**src/rtl/ocwk_pkg.sv**
```systemverilog
// package for the omni chassis wheel kinematics block
// types, fixed-point constants, cordic arctangent table; no dependencies
`default_nettype none
package ocwk_pkg;

  localparam int unsigned TrigIterations = 16;
  localparam int unsigned AtanEntries    = 24;
  localparam int unsigned QueueDepth     = 2;

  localparam logic signed [35:0] PiQ28     = 36'sd843314857;
  localparam logic signed [35:0] TwoPiQ28  = 36'sd1686629713;
  localparam logic signed [35:0] HalfPiQ28 = 36'sd421657428;
  localparam logic signed [33:0] GainQ30   = 34'sd652032874;
  localparam logic signed [24:0] InvSqrt2  = 25'sd11863283;

  localparam logic [9:0]  RadiusReset = 10'd150;
  localparam logic [15:0] StepReset   = 16'd655;

  typedef enum logic [0:0] {
    CFG_RADIUS = 1'b0,
    CFG_STEP   = 1'b1
  } cfg_idx_t;

  typedef struct packed {
    logic signed [15:0] linear_speed;
    logic signed [15:0] move_direction;
    logic signed [15:0] spin_rate;
  } in_item_t;

  typedef struct packed {
    logic signed [15:0] wheel_one_speed;
    logic signed [15:0] wheel_two_speed;
    logic signed [15:0] wheel_three_speed;
    logic signed [15:0] wheel_four_speed;
  } out_item_t;

  // classified work item passed from front to back
  typedef struct packed {
    logic signed [15:0] speed;
    logic signed [15:0] spin;
    logic signed [31:0] dir_angle;
    logic signed [31:0] head_angle;
  } work_t;

  typedef enum logic [3:0] {
    ST_IDLE,
    ST_TRIG_SETUP,
    ST_TRIG_RUN,
    ST_TRIG_DONE,
    ST_VEL,
    ST_COEF,
    ST_MIX,
    ST_SCALE,
    ST_OUT
  } back_state_t;

  function automatic logic signed [33:0] atan_q30(input logic [4:0] i);
    logic signed [33:0] r;
    begin
      case (i)
        5'd0:  r = 34'sd843314856;
        5'd1:  r = 34'sd497837829;
        5'd2:  r = 34'sd263043836;
        5'd3:  r = 34'sd133525158;
        5'd4:  r = 34'sd67021686;
        5'd5:  r = 34'sd33543515;
        5'd6:  r = 34'sd16775850;
        5'd7:  r = 34'sd8388437;
        5'd8:  r = 34'sd4194282;
        5'd9:  r = 34'sd2097149;
        5'd10: r = 34'sd1048575;
        5'd11: r = 34'sd524287;
        5'd12: r = 34'sd262143;
        5'd13: r = 34'sd131071;
        5'd14: r = 34'sd65535;
        5'd15: r = 34'sd32767;
        5'd16: r = 34'sd16383;
        5'd17: r = 34'sd8191;
        5'd18: r = 34'sd4095;
        5'd19: r = 34'sd2047;
        5'd20: r = 34'sd1023;
        5'd21: r = 34'sd511;
        5'd22: r = 34'sd255;
        5'd23: r = 34'sd127;
        default: r = '0;
      endcase
      return r;
    end
  endfunction

  // one pass of the bounded wrap into minus pi to pi
  function automatic logic signed [35:0] wrap_step(input logic signed [35:0] a);
    logic signed [35:0] r;
    begin
      r = a;
      if (a > PiQ28) r = a - TwoPiQ28;
      else if (a < -PiQ28) r = a + TwoPiQ28;
      return r;
    end
  endfunction

endpackage
`default_nettype wire

```
**src/rtl/ocwk_queue.sv**
```systemverilog
// short fifo between front and back end
// depends on ocwk_pkg
`default_nettype none
module ocwk_queue #(
  parameter int unsigned DEPTH = ocwk_pkg::QueueDepth
) (
  input  wire logic             clk,
  input  wire logic             rst,
  input  wire logic             push,
  input  wire ocwk_pkg::work_t  push_data,
  output logic                  full,
  output logic                  pop_valid,
  input  wire logic             pop,
  output ocwk_pkg::work_t       pop_data
);
  localparam int unsigned AW = (DEPTH > 1) ? $clog2(DEPTH) : 1;

  ocwk_pkg::work_t  mem [DEPTH];
  logic [AW-1:0]    wr_ptr, rd_ptr;
  logic [AW:0]      count;

  assign full      = (count == (AW+1)'(DEPTH));
  assign pop_valid = (count != '0);
  assign pop_data  = mem[rd_ptr];

  always_ff @(posedge clk) begin
    if (push) mem[wr_ptr] <= push_data;
  end

  always_ff @(posedge clk) begin
    if (rst) begin
      wr_ptr <= '0;
      rd_ptr <= '0;
      count  <= '0;
    end else begin
      if (push) wr_ptr <= (wr_ptr == AW'(DEPTH-1)) ? '0 : wr_ptr + 1'b1;
      if (pop)  rd_ptr <= (rd_ptr == AW'(DEPTH-1)) ? '0 : rd_ptr + 1'b1;
      count <= count + (AW+1)'(push) - (AW+1)'(pop);
    end
  end

  a_no_overflow: assert property (@(posedge clk) disable iff (rst)
    !(push && full)) else $error("push into full queue");
  a_no_underflow: assert property (@(posedge clk) disable iff (rst)
    !(pop && !pop_valid)) else $error("pop from empty queue");
  a_count_bound: assert property (@(posedge clk) disable iff (rst)
    count <= (AW+1)'(DEPTH)) else $error("queue count out of range");
endmodule
`default_nettype wire

```
**config.mk**
```make
export PLATFORM = sky130hd
export DESIGN_NAME = ocwk_queue
export DESIGN_NICKNAME = d
export VERILOG_FILES = /design/src/rtl/ocwk_pkg.sv /design/src/rtl/ocwk_queue.sv
export SDC_FILE = /design/constraint.sdc
export NUM_CORES = 1
export LEC_CHECK = 0
export ABC_CLOCK_PERIOD_IN_PS = 5600
export BUFFER_PORTS_ARGS = -buffer_cell sky130_fd_sc_hd__clkbuf_2
export CORE_UTILIZATION = 45
export DETAILED_ROUTE_END_ITERATION = 10
export PLACE_DENSITY = 0.73
export SLEW_MARGIN = 20
export SYNTH_ARGS = -nofsm -noshare
export SYNTH_HDL_FRONTEND = slang
export SYNTH_SLANG_ARGS = --single-unit
```
**constraint.sdc**
```tcl
create_clock -name clk -period 5.6 [get_ports clk]
set_input_delay 1.12 -clock clk [delete_from_list [all_inputs] [get_ports clk]]
set_output_delay 1.12 -clock clk [all_outputs]
set_load 0.02 [all_outputs]
```
==> impl_metrics.toml, run 1 <==
[final_layout]
final_common_cell = "clkbuf_2"
num-fill-cells = 1278
instances_no_fill = 759
diodes = 0
mostFrequentLayoutCells = "clkbuf_2 (197), edfxtp_1 (192), mux2_2 (56)"
final_area_um2 = 9090
drive_gt1_share_pct = 61.5
area_growth_pct = 23.8
nets = 632

[yosys]
yosys_warnings = 0
synth_area_um2 = 7350
ys_ff_latch = 197
synth_top_area_share_pct = 78.5
synth.net_count = 422
yosys.cell_types.count = 16
synth_area_per_cell_um2 = 23.0
synth_area_leaders = "edfxtp_1 (78%), mux2_2 (8.6%), mux2_4 (8.2%)"
ys_seq_area_share_pct = 79.8
syn-instance-count = 320
yosysTopAreaCell = "edfxtp_1"

[sta]
hold_viol_final = 0
setup_viol = 0
relSlewSlack_pct = 35.7
period_share_pct = 63.5
max_freq_mhz = 281
fin_tns_setup_ns = 0
maxSlewViolCount = 0
post-route-min-period_ns = 3.56
rsz0062_at_grt = "false"
fin_skew_ns = 0.00552
worstMarginPinSlew_ns = 0.965

[floorplan]
coreArea_um2 = 15900
start_util_pct = 46.3
fp.dieW_um = 130
num_rows = 46
io_pins = 198
die_height_um = 130
dieArea_um2 = 16800

[routing]
drc = 0
routed_wirelength_um = 12500
ant_nets = 0
viasPerCell = 4.81
drtIter0Drc = 192
via_count = 3647
post_drt_wl_per_cell_um = 16.5
dr.pass1.iters = 4

[grt]
antenna_found_initial = 0
grt_use_total_pct = 15.2
grt_first_pass_wirelength_um = 18600
grt_overflow = 0
grt_max_degree = 66
grt_pass1_vias = 3670

[setup_path]
critPathBufInv = 2
reg2reg_depth = 2
critical_path_depth = 3
cp.required_ns = 4.48
critPathKind = "reg2out"
cp_slowest_stage_delay_ns = 0.99
worstPathCellList = "buf_4 -> mux2_2 -> clkbuf_2"
worst_setup_path_end_kind = "primary output"
cp.arrival_ns = 2.44
path_max_fanout = 65
critical-path-slowest-cell = "dfxtp_4"
crit_family = "flip-flops"
cp-start-kind = "flip-flop"

[clocking]
ctsHoldBuffers = 0
cts_tree = "yes"
clk_pin_slew_worst_paths_ns = 0.07
cts.sinks = 197
postCtsSetupRepairBufs = 0
clk_path_buf_depth = 2
cts.htree.levels = 4
cts_resized = 0
clk_latency_ns = 0.43
cts_made_buffers = 17
root_buffer = "clkbuf_16"

[power_and_ir_drop]
vdd_ir_drop_max_uv = 195
power.density_nw_per_um2 = 368
p_leak_nw = 3.54

[min_path]
hold_class = "reg2reg"
min_path_cells = 2

[placed_design]
dp_hpwl_um = 8390
io_buffers = 197
dp.cells = 727
place_area_um2 = 8520
place.gp.congestion = 0.703

[job]
drv_cap = 0

[outcome]
outcome = "finished, final reports clean"
## logic make-up (layout without fill, tap and decap cells)
kind of cell,Yosys count,count (layout),synth area share [%]
xor gates and xnor gates,3,3,0.545
adders and majority gates,2,2,0.341
buffers and inverters,13,236,1.89
DFF,197,197,79.8
muxes,96,96,16.8
and+or+nand+nor,9,9,0.630
## stage by stage
step / hold WS, ns / utilization (%) / total power, mW / worst slack [ns]
2_1_floorplan: 0.480 / - / 2.08 / 1.54
3_3_place_gp: 0.494 / 53.7 / 2.21 / 2.50
3_5_place_dp: 0.504 / 53.7 / 2.23 / 2.47
4_1_cts: 0.522 / 57.2 / 3.39 / 1.99
5_1_grt: 0.559 / 57.2 / 3.48 / 1.88
6_report: 0.520 / 57.2 / 3.35 / 2.04
## area by class of cell
cell class	count	area [um2]	area share (%)
repair buffers	202	1020	11.3
well taps	216	270	2.97
clock buffers	17	425	4.68
clock inverters	15	144	1.58
multi-input cells	110	1350	14.9
inverters	2	7.51	0.0826
flip-flops and latches	197	5870	64.6
## report_power, final
| group | leakage [nW] | switching, mW | internal [mW] |
|---|---|---|---|
| Clock | 0.272 | 0.538 | 0.625 |
| Combinational | 1.42 | 0.235 | 0.188 |
| Sequential | 1.84 | 0.0423 | 1.72 |
| Total | 3.54 | 0.816 | 2.53 |
## worst reg2reg max path, cell delays in order (launching register included)
cell and delay [ns]:
dfxtp_1 0.41, and2_4 0.66, buf_4 0.66
## registers in the layout, summed over array words and instances (netlist names), named ones only
signal  flops
wr_ptr      1
mem       192
rd_ptr      1
count       2
## worst paths after layout
| check | start | end | slack (ns) |
|---|---|---|---|
| worst max-delay path | flip-flop | pop_data[85] | 2.04 |
| worst min-delay path | rd_ptr$_SDFFE_PP0P_ | rd_ptr$_SDFFE_PP0P_ | 0.52 |
| worst max register to register | wr_ptr$_SDFFE_PP0P_ | mem[1][93]$_DFFE_PP_ | 3.49 |
| worst min register to register | rd_ptr$_SDFFE_PP0P_ | rd_ptr$_SDFFE_PP0P_ | 0.52 |
## cell usage after synthesis
library cell and number:
buf_6 1, and2_1 1, inv_1 2, nor2b_1 3
ha_1 2, or2_2 1, mux2_2 56, buf_8 1
mux2_4 40, edfxtp_1 192, dfxtp_1 5, nor2_1 4
xnor2_1 2, buf_2 5, buf_12 4, xnor3_1 1
## metal layers
layer	share of wire [%]	vias to the layer above	global-route usage, %
met3	7.9	19	5.41
met4	1.3	0	6.16
met5	0	-	0
met2	50	154	25.3
met1	41	1791	18.2
li1	-	1683	-
Power figures use the tool's default switching activity.
==> inputs of run 2 (changes only) <==
--- a/config.mk
+++ b/config.mk
@@ -5,7 +5,7 @@
 export SDC_FILE = /design/constraint.sdc
 export NUM_CORES = 1
 export LEC_CHECK = 0
-export ABC_CLOCK_PERIOD_IN_PS = 5600
+export ABC_CLOCK_PERIOD_IN_PS = 3100
 export BUFFER_PORTS_ARGS = -buffer_cell sky130_fd_sc_hd__clkbuf_2
 export CORE_UTILIZATION = 45
 export DETAILED_ROUTE_END_ITERATION = 10
==> constraint.sdc (replaced) <==
create_clock -name clk -period 3.1 [get_ports clk]
set_input_delay 0.62 -clock clk [delete_from_list [all_inputs] [get_ports clk]]
set_output_delay 0.62 -clock clk [all_outputs]
set_load 0.02 [all_outputs]
==> impl_metrics.toml, run 2 (synthesis gave the netlist of run 1 again) <==
[routing]
routed_wirelength_um = 12900
dr.pass1.iters = 4
ant_nets = 0
viasPerCell = 4.78
drtIter0Drc = 190
post_drt_wl_per_cell_um = 16.9
drc = 0
via_count = 3639

[clocking]
cts.htree.levels = 4
clk_pin_slew_worst_paths_ns = 0.07
cts.sinks = 197
root_buffer = "clkbuf_16"
ctsHoldBuffers = 0
clk_path_buf_depth = 2
cts_resized = 0
cts_tree = "yes"
cts_made_buffers = 17
clk_latency_ns = 0.43
postCtsSetupRepairBufs = 0

[setup_path]
cp.required_ns = 2.48
critPathKind = "reg2out"
worst_setup_path_end_kind = "primary output"
critical-path-slowest-cell = "dfxtp_4"
crit_family = "flip-flops"
path_max_fanout = 41
cp-start-kind = "flip-flop"
cp_slowest_stage_delay_ns = 0.58
worstPathCellList = "buf_12 -> mux2_2 -> clkbuf_2"
critPathBufInv = 2
cp.arrival_ns = 1.92

[final_layout]
top_register = "mem"
instances_no_fill = 761
num-fill-cells = 1218
mostFrequentLayoutCells = "clkbuf_2 (197), edfxtp_1 (192), mux2_2 (56)"
final_common_cell = "clkbuf_2"
drive_gt1_share_pct = 61.0
nets = 633
top_regs = "mem: 192 flops, count: 2 flops"
largest_reg_flops = 192
area_growth_pct = 24.3

[sta]
layout_setup_ws_ns = 0.561
fin_skew_ns = 0.0122
maxSlewViolCount = 0
fin_tns_setup_ns = 0
period_share_pct = 81.9
post-route-min-period_ns = 2.54
setup_viol = 0
hold_viol_final = 0
rsz0062_at_grt = "false"
max_freq_mhz = 394
worstMarginPinSlew_ns = 0.829
relSlewSlack_pct = 44.8

[floorplan]
dieArea_um2 = 16800
fp.dieW_um = 130
coreArea_um2 = 15900
die_height_um = 130
io_pins = 198
start_util_pct = 46.3
num_rows = 46

[placed_design]
io_buffers = 197
place_ws_ns = 0.996
place.gp.congestion = 0.660
dp_hpwl_um = 8720
dp.cells = 728

[grt]
grt_overflow = 0
antenna_found_initial = 0
grt_pass1_vias = 3774
grt_first_pass_wirelength_um = 18800
grt_max_degree = 62
grt_use_total_pct = 15.4

[job]
drv_cap = 0

[power_and_ir_drop]
p_leak_nw = 3.56
power.density_nw_per_um2 = 662
vdd_ir_drop_max_uv = 368

[min_path]
hold_class = "in2reg"

[outcome]
outcome = "finished, final reports clean"
run 2: worst paths after layout:
kind / startpoint / end / slack [ns] / depth (start not counted)
worst max-delay path: flip-flop / pop_data[92] / 0.56 / 3
worst min-delay path: push_data[23] / mem[0][23]$_DFFE_PP_ / 0.38 / 1
worst max register to register: wr_ptr$_SDFFE_PP0P_ / mem[0][82]$_DFFE_PP_ / 1.56 / 2
worst min register to register: rd_ptr$_SDFFE_PP0P_ / flip-flop / 0.52 / 2
run 2: layout make-up:
class                   instances  area [um2]  share of cell area, %
diodes                          1        2.50                 0.0274
clock buffers                  18         429                   4.70
clock inverters                14         135                   1.48
inverters                       2        7.51                 0.0822
multi-input cells             110        1350                   14.8
flip-flops and latches        197        5870                   64.3
well taps                     216         270                   2.96
repair buffers                203        1070                   11.7
run 2: where the power goes:
group,leakage (nW),switching (mW),total [mW],internal (mW)
clock network,0.279,0.903,2.08,1.18
logic,1.44,0.452,0.799,0.347
registers,1.84,0.0538,3.16,3.11
total,3.56,1.41,6.04,4.64
run 2: layer usage:
metal | up-vias | share of wire [%] | global-route usage, %
met2 | 145 | 50 | 25.8
met3 | 10 | 8.7 | 6.93
met4 | 0 | 0.94 | 5.47
li1 | 1694 | - | -
met1 | 1790 | 40 | 17.5
met5 | - | 0 | 0
run 2: stage by stage:
stage | total power [mW] | hold slack, ns | instance area (um2) | utilization, %
floorplan | 3.76 | 0.480 | 7360 | -
finish | 6.04 | 0.379 | 9140 | 57.5
CTS | 6.12 | 0.360 | 9130 | 57.5
global route | 6.27 | 0.360 | 9130 | 57.5
detailed placement | 4.03 | 0.499 | 8570 | 53.9
global placement | 4.00 | 0.505 | 8570 | 53.9
